==> src/rtl/wrr_pkg.sv <==
`default_nettype none

package wrr_pkg;

    localparam int ID_W       = 16;
    localparam int WEIGHT_W   = 8;
    localparam int CREDIT_W   = 16;
    localparam int QUANTA_W   = 8;
    localparam int STATUS_W   = 2;
    localparam int SLOT_OUT_W = 4;

    localparam logic [QUANTA_W-1:0] QUANTA_RESET = 8'd1;

    localparam logic FUNC_ADD = 1'b0;
    localparam logic FUNC_REQ = 1'b1;

    localparam logic [STATUS_W-1:0] STATUS_OK   = 2'd0;
    localparam logic [STATUS_W-1:0] STATUS_FULL = 2'd1;
    localparam logic [STATUS_W-1:0] STATUS_NONE = 2'd2;

    typedef enum logic [3:0] {
        ST_IDLE,
        ST_DECODE,
        ST_ADD,
        ST_PROBE_RD,
        ST_PROBE_CHK,
        ST_REFILL_RD,
        ST_REFILL_WR,
        ST_DONE
    } wrr_state_t;

    // controller -> datapath
    typedef struct packed {
        logic capture;
        logic add_write;
        logic scan_start;
        logic probe_hit;
        logic probe_next;
        logic refill_start;
        logic refill_write;
        logic rescan_start;
        logic res_full;
        logic res_none;
        logic load_out;
    } wrr_cmd_t;

    // datapath -> controller
    typedef struct packed {
        logic is_add;
        logic full;
        logic empty;
        logic credit_nz;
        logic scan_last;
        logic refill_last;
        logic refill_nz;
        logic refilled;
        logic out_free;
    } wrr_sts_t;

endpackage

`default_nettype wire

==> src/rtl/wrr_if.sv <==
`default_nettype none

interface wrr_in_if
    import wrr_pkg::*;
();
    logic                valid;
    logic                ready;
    logic                func;
    logic [ID_W-1:0]     task_id;
    logic [WEIGHT_W-1:0] weight;

    modport source (output valid, output func, output task_id, output weight, input ready);
    modport sink   (input valid, input func, input task_id, input weight, output ready);
endinterface

interface wrr_out_if
    import wrr_pkg::*;
();
    logic                  valid;
    logic                  ready;
    logic [STATUS_W-1:0]   status;
    logic                  granted;
    logic [SLOT_OUT_W-1:0] grant_slot;
    logic [ID_W-1:0]       grant_task_id;
    logic                  refilled;

    modport source (output valid, output status, output granted, output grant_slot,
                    output grant_task_id, output refilled, input ready);
    modport sink   (input valid, input status, input granted, input grant_slot,
                    input grant_task_id, input refilled, output ready);
endinterface

`default_nettype wire

==> src/rtl/wrr_ram.sv <==
`default_nettype none

module wrr_ram #(
    parameter int WIDTH = 16,
    parameter int DEPTH = 16
) (
    input  wire logic                     clk,
    input  wire logic                     we,
    input  wire logic [$clog2(DEPTH)-1:0] waddr,
    input  wire logic [WIDTH-1:0]         wdata,
    input  wire logic [$clog2(DEPTH)-1:0] raddr,
    output logic      [WIDTH-1:0]         rdata
);

    logic [WIDTH-1:0] mem [DEPTH];
    logic [WIDTH-1:0] rdata_reg;

    always_ff @(posedge clk)
    begin
        if (we)
        begin
            mem[waddr] <= wdata;
        end
        rdata_reg <= mem[raddr];
    end

    assign rdata = rdata_reg;

endmodule

`default_nettype wire

==> src/rtl/wrr_ctrl.sv <==
`default_nettype none

module wrr_ctrl
    import wrr_pkg::*;
(
    input  wire logic     clk,
    input  wire logic     rst_n,
    input  wire logic     in_valid,
    output logic          in_ready,
    input  wire wrr_sts_t sts,
    output wrr_cmd_t      cmd
);

    wrr_state_t state_reg;
    wrr_state_t state_next;

    always_ff @(posedge clk or negedge rst_n)
    begin
        if (!rst_n)
        begin
            state_reg <= ST_IDLE;
        end
        else
        begin
            state_reg <= state_next;
        end
    end

    always_comb
    begin
        state_next = state_reg;
        cmd        = '0;
        in_ready   = 1'b0;
        case (state_reg)
            ST_IDLE:
            begin
                in_ready = 1'b1;
                if (in_valid)
                begin
                    cmd.capture = 1'b1;
                    state_next  = ST_DECODE;
                end
            end
            ST_DECODE:
            begin
                if (sts.is_add)
                begin
                    if (sts.full)
                    begin
                        cmd.res_full = 1'b1;
                        state_next   = ST_DONE;
                    end
                    else
                    begin
                        state_next = ST_ADD;
                    end
                end
                else if (sts.empty)
                begin
                    cmd.res_none = 1'b1;
                    state_next   = ST_DONE;
                end
                else
                begin
                    cmd.scan_start = 1'b1;
                    state_next     = ST_PROBE_RD;
                end
            end
            ST_ADD:
            begin
                cmd.add_write = 1'b1;
                state_next    = ST_DONE;
            end
            ST_PROBE_RD:
            begin
                state_next = ST_PROBE_CHK;
            end
            ST_PROBE_CHK:
            begin
                if (sts.credit_nz)
                begin
                    cmd.probe_hit = 1'b1;
                    state_next    = ST_DONE;
                end
                else if (sts.scan_last)
                begin
                    if (sts.refilled)
                    begin
                        cmd.res_none = 1'b1;
                        state_next   = ST_DONE;
                    end
                    else
                    begin
                        cmd.refill_start = 1'b1;
                        state_next       = ST_REFILL_RD;
                    end
                end
                else
                begin
                    cmd.probe_next = 1'b1;
                    state_next     = ST_PROBE_RD;
                end
            end
            ST_REFILL_RD:
            begin
                state_next = ST_REFILL_WR;
            end
            ST_REFILL_WR:
            begin
                cmd.refill_write = 1'b1;
                if (!sts.refill_last)
                begin
                    state_next = ST_REFILL_RD;
                end
                else if (sts.refill_nz)
                begin
                    cmd.rescan_start = 1'b1;
                    state_next       = ST_PROBE_RD;
                end
                else
                begin
                    cmd.res_none = 1'b1;
                    state_next   = ST_DONE;
                end
            end
            ST_DONE:
            begin
                if (sts.out_free)
                begin
                    cmd.load_out = 1'b1;
                    state_next   = ST_IDLE;
                end
            end
            default:
            begin
                state_next = ST_IDLE;
            end
        endcase
    end

endmodule

`default_nettype wire

==> src/rtl/wrr_dp.sv <==
`default_nettype none

module wrr_dp
    import wrr_pkg::*;
#(
    parameter int MAX_TASKS = 16
) (
    input  wire logic                  clk,
    input  wire logic                  rst_n,
    input  wire wrr_cmd_t              cmd,
    output wrr_sts_t                   sts,
    input  wire logic                  cfg_we,
    input  wire logic [QUANTA_W-1:0]   cfg_wdata,
    input  wire logic                  func,
    input  wire logic [ID_W-1:0]       task_id,
    input  wire logic [WEIGHT_W-1:0]   weight,
    output logic                       rsp_valid,
    input  wire logic                  rsp_ready,
    output logic      [STATUS_W-1:0]   rsp_status,
    output logic                       rsp_granted,
    output logic      [SLOT_OUT_W-1:0] rsp_slot,
    output logic      [ID_W-1:0]       rsp_task_id,
    output logic                       rsp_refilled
);

    localparam int SLOT_W     = $clog2(MAX_TASKS);
    localparam int CNT_W      = $clog2(MAX_TASKS + 1);
    localparam int SLOT_EXT_W = (SLOT_W > SLOT_OUT_W) ? SLOT_W : SLOT_OUT_W;

    logic [QUANTA_W-1:0]   quanta_reg;
    logic [CNT_W-1:0]      count_reg;
    logic [SLOT_W-1:0]     ptr_reg;
    logic                  out_valid_reg;

    logic                  func_reg;
    logic [ID_W-1:0]       id_reg;
    logic [WEIGHT_W-1:0]   weight_reg;
    logic [SLOT_W-1:0]     idx_reg;
    logic [CNT_W-1:0]      steps_reg;
    logic                  nz_reg;
    logic                  refilled_reg;

    logic [STATUS_W-1:0]   res_status_reg;
    logic                  res_granted_reg;
    logic [SLOT_OUT_W-1:0] res_slot_reg;
    logic [ID_W-1:0]       res_id_reg;
    logic                  res_refilled_reg;

    logic [STATUS_W-1:0]   out_status_reg;
    logic                  out_granted_reg;
    logic [SLOT_OUT_W-1:0] out_slot_reg;
    logic [ID_W-1:0]       out_id_reg;
    logic                  out_refilled_reg;

    logic [ID_W-1:0]       id_rdata;
    logic [WEIGHT_W-1:0]   weight_rdata;
    logic [CREDIT_W-1:0]   credit_rdata;

    logic [SLOT_W-1:0]     add_slot;
    logic [CNT_W-1:0]      idx_inc;
    logic [SLOT_W-1:0]     idx_wrap;
    logic [SLOT_W-1:0]     ptr_start;
    logic [WEIGHT_W-1:0]   mult_a;
    logic [CREDIT_W-1:0]   product;
    logic                  credit_we;
    logic [SLOT_W-1:0]     credit_waddr;
    logic [CREDIT_W-1:0]   credit_wdata;
    logic [SLOT_EXT_W-1:0] add_slot_ext;
    logic [SLOT_EXT_W-1:0] idx_slot_ext;

    assign add_slot  = count_reg[SLOT_W-1:0];
    assign idx_inc   = CNT_W'(idx_reg) + CNT_W'(1);
    assign idx_wrap  = (idx_inc == count_reg) ? '0 : idx_inc[SLOT_W-1:0];
    assign ptr_start = (CNT_W'(ptr_reg) >= count_reg) ? '0 : ptr_reg;

    // one shared 8x8 multiplier: new entry at add, stored weight at refill
    assign mult_a  = cmd.add_write ? weight_reg : weight_rdata;
    assign product = CREDIT_W'(mult_a) * CREDIT_W'(quanta_reg);

    assign credit_we    = cmd.add_write | cmd.probe_hit | cmd.refill_write;
    assign credit_waddr = cmd.add_write ? add_slot : idx_reg;
    assign credit_wdata = cmd.probe_hit ? (credit_rdata - CREDIT_W'(1)) : product;

    assign add_slot_ext = SLOT_EXT_W'(add_slot);
    assign idx_slot_ext = SLOT_EXT_W'(idx_reg);

    wrr_ram #(.WIDTH(ID_W), .DEPTH(MAX_TASKS)) u_id_ram (
        .clk   (clk),
        .we    (cmd.add_write),
        .waddr (add_slot),
        .wdata (id_reg),
        .raddr (idx_reg),
        .rdata (id_rdata)
    );

    wrr_ram #(.WIDTH(WEIGHT_W), .DEPTH(MAX_TASKS)) u_weight_ram (
        .clk   (clk),
        .we    (cmd.add_write),
        .waddr (add_slot),
        .wdata (weight_reg),
        .raddr (idx_reg),
        .rdata (weight_rdata)
    );

    wrr_ram #(.WIDTH(CREDIT_W), .DEPTH(MAX_TASKS)) u_credit_ram (
        .clk   (clk),
        .we    (credit_we),
        .waddr (credit_waddr),
        .wdata (credit_wdata),
        .raddr (idx_reg),
        .rdata (credit_rdata)
    );

    always_ff @(posedge clk or negedge rst_n)
    begin
        if (!rst_n)
        begin
            quanta_reg    <= QUANTA_RESET;
            count_reg     <= '0;
            ptr_reg       <= '0;
            out_valid_reg <= 1'b0;
        end
        else
        begin
            if (cfg_we)
            begin
                quanta_reg <= cfg_wdata;
            end
            if (cmd.add_write)
            begin
                count_reg <= count_reg + CNT_W'(1);
            end
            if (cmd.probe_hit)
            begin
                ptr_reg <= idx_wrap;
            end
            if (cmd.load_out)
            begin
                out_valid_reg <= 1'b1;
            end
            else if (rsp_ready)
            begin
                out_valid_reg <= 1'b0;
            end
        end
    end

    always_ff @(posedge clk)
    begin
        if (cmd.capture)
        begin
            func_reg   <= func;
            id_reg     <= task_id;
            weight_reg <= weight;
        end

        if (cmd.scan_start || cmd.rescan_start)
        begin
            idx_reg   <= ptr_start;
            steps_reg <= '0;
        end
        else if (cmd.refill_start)
        begin
            idx_reg <= '0;
        end
        else if (cmd.probe_next || cmd.refill_write)
        begin
            idx_reg <= idx_wrap;
            if (cmd.probe_next)
            begin
                steps_reg <= steps_reg + CNT_W'(1);
            end
        end

        if (cmd.scan_start)
        begin
            refilled_reg <= 1'b0;
        end
        else if (cmd.rescan_start)
        begin
            refilled_reg <= 1'b1;
        end

        if (cmd.refill_start)
        begin
            nz_reg <= 1'b0;
        end
        else if (cmd.refill_write)
        begin
            nz_reg <= sts.refill_nz;
        end

        if (cmd.res_full || cmd.res_none)
        begin
            res_status_reg   <= cmd.res_full ? STATUS_FULL : STATUS_NONE;
            res_granted_reg  <= 1'b0;
            res_slot_reg     <= '0;
            res_id_reg       <= '0;
            res_refilled_reg <= 1'b0;
        end
        else if (cmd.add_write)
        begin
            res_status_reg   <= STATUS_OK;
            res_granted_reg  <= 1'b0;
            res_slot_reg     <= add_slot_ext[SLOT_OUT_W-1:0];
            res_id_reg       <= '0;
            res_refilled_reg <= 1'b0;
        end
        else if (cmd.probe_hit)
        begin
            res_status_reg   <= STATUS_OK;
            res_granted_reg  <= 1'b1;
            res_slot_reg     <= idx_slot_ext[SLOT_OUT_W-1:0];
            res_id_reg       <= id_rdata;
            res_refilled_reg <= refilled_reg;
        end

        if (cmd.load_out)
        begin
            out_status_reg   <= res_status_reg;
            out_granted_reg  <= res_granted_reg;
            out_slot_reg     <= res_slot_reg;
            out_id_reg       <= res_id_reg;
            out_refilled_reg <= res_refilled_reg;
        end
    end

    always_comb
    begin
        sts             = '0;
        sts.is_add      = (func_reg == FUNC_ADD);
        sts.full        = (count_reg == CNT_W'(MAX_TASKS));
        sts.empty       = (count_reg == '0);
        sts.credit_nz   = (credit_rdata != '0);
        sts.scan_last   = ((steps_reg + CNT_W'(1)) == count_reg);
        sts.refill_last = (idx_inc == count_reg);
        sts.refill_nz   = nz_reg | (product != '0);
        sts.refilled    = refilled_reg;
        sts.out_free    = !out_valid_reg || rsp_ready;
    end

    assign rsp_valid    = out_valid_reg;
    assign rsp_status   = out_status_reg;
    assign rsp_granted  = out_granted_reg;
    assign rsp_slot     = out_slot_reg;
    assign rsp_task_id  = out_id_reg;
    assign rsp_refilled = out_refilled_reg;

    a_count_bound: assert property (@(posedge clk) disable iff (!rst_n)
        count_reg <= CNT_W'(MAX_TASKS))
        else $error("entry count beyond table size");

    a_ptr_in_table: assert property (@(posedge clk) disable iff (!rst_n)
        (count_reg != '0) |-> (CNT_W'(ptr_reg) < count_reg))
        else $error("round-robin pointer outside filled slots");

    a_add_count: assert property (@(posedge clk) disable iff (!rst_n)
        cmd.add_write |=> (count_reg == ($past(count_reg) + CNT_W'(1))))
        else $error("add did not advance entry count");

    a_load_free: assert property (@(posedge clk) disable iff (!rst_n)
        cmd.load_out |-> sts.out_free)
        else $error("result loaded over an untaken result");

endmodule

`default_nettype wire

==> src/rtl/weighted_round_robin_scheduler.sv <==
// Weighted round-robin credit scheduler.
// req channel (valid/ready): func selects add (append id and weight to the
//   table, credit = weight * quantum) or request (grant the next
//   entry with credit, scanning round-robin from the pointer).
// rsp channel (valid/ready): one result per transfer on req: status, granted,
//   slot, granted task id and a flag telling that all credits were refilled.
// cfg_we/cfg_wdata write the credit quantum; write only while the block is idle.
// Sequencing: one item at a time. An add passes decode and the table write
//   before its result is loaded. A request probes slot by slot, each probe
//   a read state and a check state, since each credit read goes through the
//   registered read port of the credit memory. A request that finds no
//   credit makes a failed pass, then a refill (one weight read and multiply
//   per slot), and rescans when any refilled credit is nonzero.
// req.ready is high only while the controller waits for an item; the result
//   sits in an output register, so the next item is taken while it waits.
//   A stalled rsp holds the result and the next one waits behind it.
// Reset clears the entry count, pointer and output valid, and sets the
//   quantum to 1; table memories are not cleared.
`default_nettype none

module weighted_round_robin_scheduler
    import wrr_pkg::*;
#(
    parameter int MAX_TASKS = 16
) (
    input  wire logic                clk,
    input  wire logic                rst_n,
    wrr_in_if.sink                   req,
    wrr_out_if.source                rsp,
    input  wire logic                cfg_we,
    input  wire logic [QUANTA_W-1:0] cfg_wdata
);

    wrr_cmd_t cmd;
    wrr_sts_t sts;
    logic     in_ready;

    // sequencer: decides add/scan/refill steps and when a result moves out
    wrr_ctrl u_ctrl (
        .clk      (clk),
        .rst_n    (rst_n),
        .in_valid (req.valid),
        .in_ready (in_ready),
        .sts      (sts),
        .cmd      (cmd)
    );

    assign req.ready = in_ready;

    // table memories, count/pointer, multiplier and output register
    wrr_dp #(.MAX_TASKS(MAX_TASKS)) u_dp (
        .clk          (clk),
        .rst_n        (rst_n),
        .cmd          (cmd),
        .sts          (sts),
        .cfg_we       (cfg_we),
        .cfg_wdata    (cfg_wdata),
        .func         (req.func),
        .task_id      (req.task_id),
        .weight       (req.weight),
        .rsp_valid    (rsp.valid),
        .rsp_ready    (rsp.ready),
        .rsp_status   (rsp.status),
        .rsp_granted  (rsp.granted),
        .rsp_slot     (rsp.grant_slot),
        .rsp_task_id  (rsp.grant_task_id),
        .rsp_refilled (rsp.refilled)
    );

endmodule

`default_nettype wire
==> src/flat_wrapper.sv <==
// flat-port wrapper written by rule: the top's interface ports become plain ports
module weighted_round_robin_scheduler_flat import wrr_pkg::*;
#(
    parameter int MAX_TASKS = 16
)
  (clk, rst_n, cfg_we, cfg_wdata, req_valid, req_func, req_task_id, req_weight, req_ready, rsp_valid, rsp_status, rsp_granted, rsp_grant_slot, rsp_grant_task_id, rsp_refilled, rsp_ready);
  wrr_in_if req_i ();
  wrr_out_if rsp_i ();
  input  wire logic clk;
  input  wire logic rst_n;
  input  wire logic cfg_we;
  input  wire logic [QUANTA_W-1:0] cfg_wdata;
  input wire logic [$bits(req_i.valid)-1:0] req_valid;
  input wire logic [$bits(req_i.func)-1:0] req_func;
  input wire logic [$bits(req_i.task_id)-1:0] req_task_id;
  input wire logic [$bits(req_i.weight)-1:0] req_weight;
  output wire logic [$bits(req_i.ready)-1:0] req_ready;
  output wire logic [$bits(rsp_i.valid)-1:0] rsp_valid;
  output wire logic [$bits(rsp_i.status)-1:0] rsp_status;
  output wire logic [$bits(rsp_i.granted)-1:0] rsp_granted;
  output wire logic [$bits(rsp_i.grant_slot)-1:0] rsp_grant_slot;
  output wire logic [$bits(rsp_i.grant_task_id)-1:0] rsp_grant_task_id;
  output wire logic [$bits(rsp_i.refilled)-1:0] rsp_refilled;
  input wire logic [$bits(rsp_i.ready)-1:0] rsp_ready;
  assign req_i.valid = req_valid;
  assign req_i.func = req_func;
  assign req_i.task_id = req_task_id;
  assign req_i.weight = req_weight;
  assign req_ready = req_i.ready;
  assign rsp_valid = rsp_i.valid;
  assign rsp_status = rsp_i.status;
  assign rsp_granted = rsp_i.granted;
  assign rsp_grant_slot = rsp_i.grant_slot;
  assign rsp_grant_task_id = rsp_i.grant_task_id;
  assign rsp_refilled = rsp_i.refilled;
  assign rsp_i.ready = rsp_ready;
  weighted_round_robin_scheduler #(.MAX_TASKS(MAX_TASKS)) u_core (.clk(clk), .rst_n(rst_n), .req(req_i), .rsp(rsp_i), .cfg_we(cfg_we), .cfg_wdata(cfg_wdata));
endmodule
==> config.mk <==
export PLATFORM = sky130hd
export DESIGN_NAME = weighted_round_robin_scheduler_flat
export DESIGN_NICKNAME = d
export VERILOG_FILES = /design/src/rtl/wrr_pkg.sv /design/src/rtl/wrr_if.sv /design/src/rtl/wrr_ram.sv /design/src/rtl/wrr_ctrl.sv /design/src/rtl/wrr_dp.sv /design/src/rtl/weighted_round_robin_scheduler.sv /design/src/flat_wrapper.sv
export SDC_FILE = /design/constraint.sdc
export NUM_CORES = 1
export LEC_CHECK = 0
export BUFFER_PORTS_ARGS = -buffer_cell sky130_fd_sc_hd__buf_2
export CAP_MARGIN = 20
export CORE_ASPECT_RATIO = 1.2
export CORE_MARGIN = 3
export CORE_UTILIZATION = 40
export CTS_CLUSTER_DIAMETER = 150
export DETAILED_ROUTE_END_ITERATION = 10
export PLACE_DENSITY = 0.58
export SLEW_MARGIN = 20
export SYNTH_ARGS = -nofsm -noshare
export SYNTH_HDL_FRONTEND = slang
export SYNTH_SLANG_ARGS = --single-unit
==> constraint.sdc <==
create_clock -name clk -period 5.63 [get_ports clk]
set_input_delay 0.2815 -clock clk [delete_from_list [all_inputs] [get_ports clk]]
set_output_delay 0.2815 -clock clk [all_outputs]
set_load 0.02 [all_outputs]
==> flow_summary.yaml <==
outcome:
  status: "complete, but fails checks"
  violations: "setup timing"
sta:
  slew_headroom: 0.2553
  worst_slack_ps: -190.0
  worst_pin_slew_ps: 1114
  fin_tns_setup_ps: -3182
  timing.clock.skew_ps: 51.80
  period_share: 1.034
  slew_viol_final: 0
  post-route-min-period_ps: 5820
  whs_ps: 42.31
  setup_viol: 34
  fmax_mhz: 171.8
  hold_viol: 0
  rsz0062_at_grt: "yes"
power:
  clock_power_share: 0.339
  p_sw_uw: 4095
  totalPowerFinal_uw: 15460
  pwr-share-comb: 0.204
  internal_power_uw: 11360
  vdd_drop_max_uv: 305.0
  p_leak_uw: 0.01297
  sequentialPowerShare: 0.457
  power_density_mw_per_mm2: 400.4
  swShare: 0.2649
synth:
  synthTopCellsByArea: "edfxtp_1 64%, mux2i_1 5.8%, mux4_2 5.6%"
  avgSynthCellArea_sq_um: 16.61
  synth_nets: 2075
  syn_area_sq_mm: 0.03245
  yosysUniqueCellTypes: 71
  ys_seq_area_frac: 0.7020
  ys.flop_type: "edfxtp_1"
  async_reset_ff_frac: 0.02675
  synth.largest_area_cell: "edfxtp_1"
  synth-edff-count: 695
  yosys_register_bits: 785
  synth_top_area_share: 0.6432
  synthCells: 1954
  yosysWarnings: 0
floorplanning:
  start_util: 0.4069
  fp.coreArea_sq_mm: 0.07974
  rows: 113
  die_w_um: 266.0
  die_y_um: 318.0
  num_io_pins: 64
  die_area_sq_mm: 0.08459
cells_and_area:
  final_common_cell: "edfxtp_1"
  diodes: 0
  reg_top3: "u_core.u_dp.u_credit_ram.mem: 256 flops, u_core.u_dp.u_id_ram.mem: 256 flops, u_core.u_dp.u_weight_ram.mem: 128 flops"
  seqCellArea_sq_mm: 0.02278
  layout_common_cells: "695 x edfxtp_1, 183 x mux2i_1, 137 x buf_4"
  nets: 2322
  fillers: 6731
  drive_gt1_frac: 0.2494
  multiInputGateArea_sq_mm: 0.009590
  fin_area_sq_mm: 0.03861
  area_growth_pct: 18.99
  post-route-util: 0.4842
clocking:
  cts_tree: "yes"
  clockRootBuffer: "clkbuf_16"
  clock_latency_ps: 650
  clk_path_buf_depth: 3
  clk_pin_slew_worst_paths_ps: 60
  numCtsBuffers: 80
  h-tree-depth: 3
  clkSinkCount: 785
critical_path:
  cpMaxStageDelayCell: "fa_1"
  critical_path.max_fanout: 5
  cp.required_ps: 6030
  cp.buffers_inverters: 8
  slowest_delay_ps: 540
  worstPathCellList: "nor3b_4 -> buf_6 -> mux2i_4 -> buf_6 -> buf_6 -> nor2b_1 -> fa_1 -> inv_1 -> fa_1 -> fa_2 -> inv_1 -> ha_2 -> ha_4 -> a21o_1 -> buf_4 -> o2bb2ai_1 -> or4_1 -> mux2i_1 -> buf_4 -> o22ai_4 -> nor4b_4 -> buf_4 -> o21ai_4 -> a31o_2"
  critPathArrivalTime_ps: 6220
  cpLargestDelayFamily: "adder cells"
  cp-start-kind: "flip-flop"
  endpoint_kind: "flip-flop"
  crit_type: "reg -> reg"
  rrSetupSlack_ps: -190
routing:
  via_count: 18090
  drc: 0
  first_pass_iters: 5
  drt_iter0_markers: 1365
  postRouteAntennaNets: 0
  via_per_inst: 5.474
  avgRoutedWirePerCell_um: 24.31
  drt_wl_total_mm: 80.33
place:
  placed_cell_area_sq_mm: 0.03495
  portBuffers: 63
  hpwlAfterDp_mm: 45.56
  gp_congestion: 0.8377
hold_path:
  hp-class: "in -> reg"
global_route:
  grt_pass1_wl_mm: 118.4
  grt_overflow: 0
  grt_start_max_net_pins: 104
  grt.total_usage: 0.1883
  grt_pass1_vias: 18760
  antenna_found_initial: 0
run:
  max-cap-violations: 0
cell families (layout without fill, tap and decap cells):
logic type | after synthesis | in the layout | synth area share
simple gates | 362 | 362 | 0.05622
compound gates | 249 | 249 | 0.05472
buf+inv | 159 | 474 | 0.01955
mux | 275 | 275 | 0.1161
xor+xnor | 41 | 41 | 0.01107
fa+ha+maj | 83 | 83 | 0.04033
flops | 785 | 785 | 0.7020
worst reg2reg max path, delay by kind of cell (launching register included):
kind,cells,cell delay [ps]
fa+ha+maj,5,1940
compound gates,5,790
flops,1,420
simple gates,4,1080
mux,2,420
buf+inv,8,960
layer usage:
metal  GRT usage  share of wire  up-vias
met3     0.02730          0.044      153
li1            -              -     8118
met5           0              0        -
met1      0.2393           0.41     9345
met4     0.07143          0.036        0
met2      0.3267           0.51      471
cell type report:
cell class / instances / area share
Clock buffer: 105 / 0.05742
Clock inverter: 45 / 0.01131
Inverter: 68 / 0.006611
Multi-Input combinational cell: 1010 / 0.2484
Sequential cell: 785 / 0.5900
Tap cell: 1035 / 0.03354
Timing Repair Buffer: 256 / 0.05273
final timing paths:
path                                                   startpoint                                endpoint  cells after the start
max                        u_core.u_ctrl.state_reg[2]$_DFFE_PN0P_        u_core.u_dp.idx_reg[0]$_DFFE_PP_                     24
min                                                     req_valid  u_core.u_ctrl.state_reg[0]$_DFFE_PN0P_                      3
max reg2reg                u_core.u_ctrl.state_reg[2]$_DFFE_PN0P_        u_core.u_dp.idx_reg[0]$_DFFE_PP_                     24
min reg2reg                u_core.u_dp.res_id_reg[2]$_SDFFE_PP0P_    u_core.u_dp.rsp_task_id[2]$_DFFE_PP_                      0
max in group asynchronous                                   rst_n  u_core.u_ctrl.state_reg[0]$_DFFE_PN0P_                      2
min in group asynchronous                                   rst_n    u_core.u_dp.count_reg[1]$_DFFE_PN0P_                      2
power by group through the flow:
stage	Combinational (uW)	Sequential [uW]	Clock (uW)
after floorplan	1370	7190	0
after detailed placement	2780	7190	0
after CTS	3010	7060	5360
final	3160	7060	5240
after global placement	2750	7190	0
after global routing	3450	7060	5600
stage by stage:
step / cells / setup WS [ps]
finish: 3304 / -190.0
global route: 3304 / -395.9
CTS: 3284 / -125.3
detailed placement: 3087 / -418.7
global placement: 3087 / -293.4
floorplan: 1954 / -44.26
timing repair:
| action | CTS | global route |
|---|---|---|
| hold buffers | 36 | 0 |
| setup endpoints to repair | 132 | 149 |
| pin swaps | 9 | 31 |
| cloned | 1 | 3 |
| buffers inserted | 10 | 15 |
| gates resized for setup | 38 | 45 |
| hold endpoints to repair | 54 | 0 |
cell usage after synthesis (5+ instances only):
cell type,n
edfxtp_1,695
mux2i_1,187
nand2_1,136
a221oi_1,80
mux4_2,80
nor2_1,78
dfxtp_1,69
inv_1,67
o21ai_0,63
clkbuf_1,57
ha_1,47
a22oi_1,38
fa_1,36
and2_1,35
xnor2_1,28
a21oi_1,25
buf_1,21
dfrtp_1,20
nor3_1,19
nor3_2,18
nand3_1,13
nor2b_1,13
xor2_1,13
nand2b_1,11
buf_2,9
a21o_1,7
mux2_2,7
nand4_1,7
or3_1,7
a31oi_1,6
o22ai_1,5
Power figures use the tool's default switching activity.
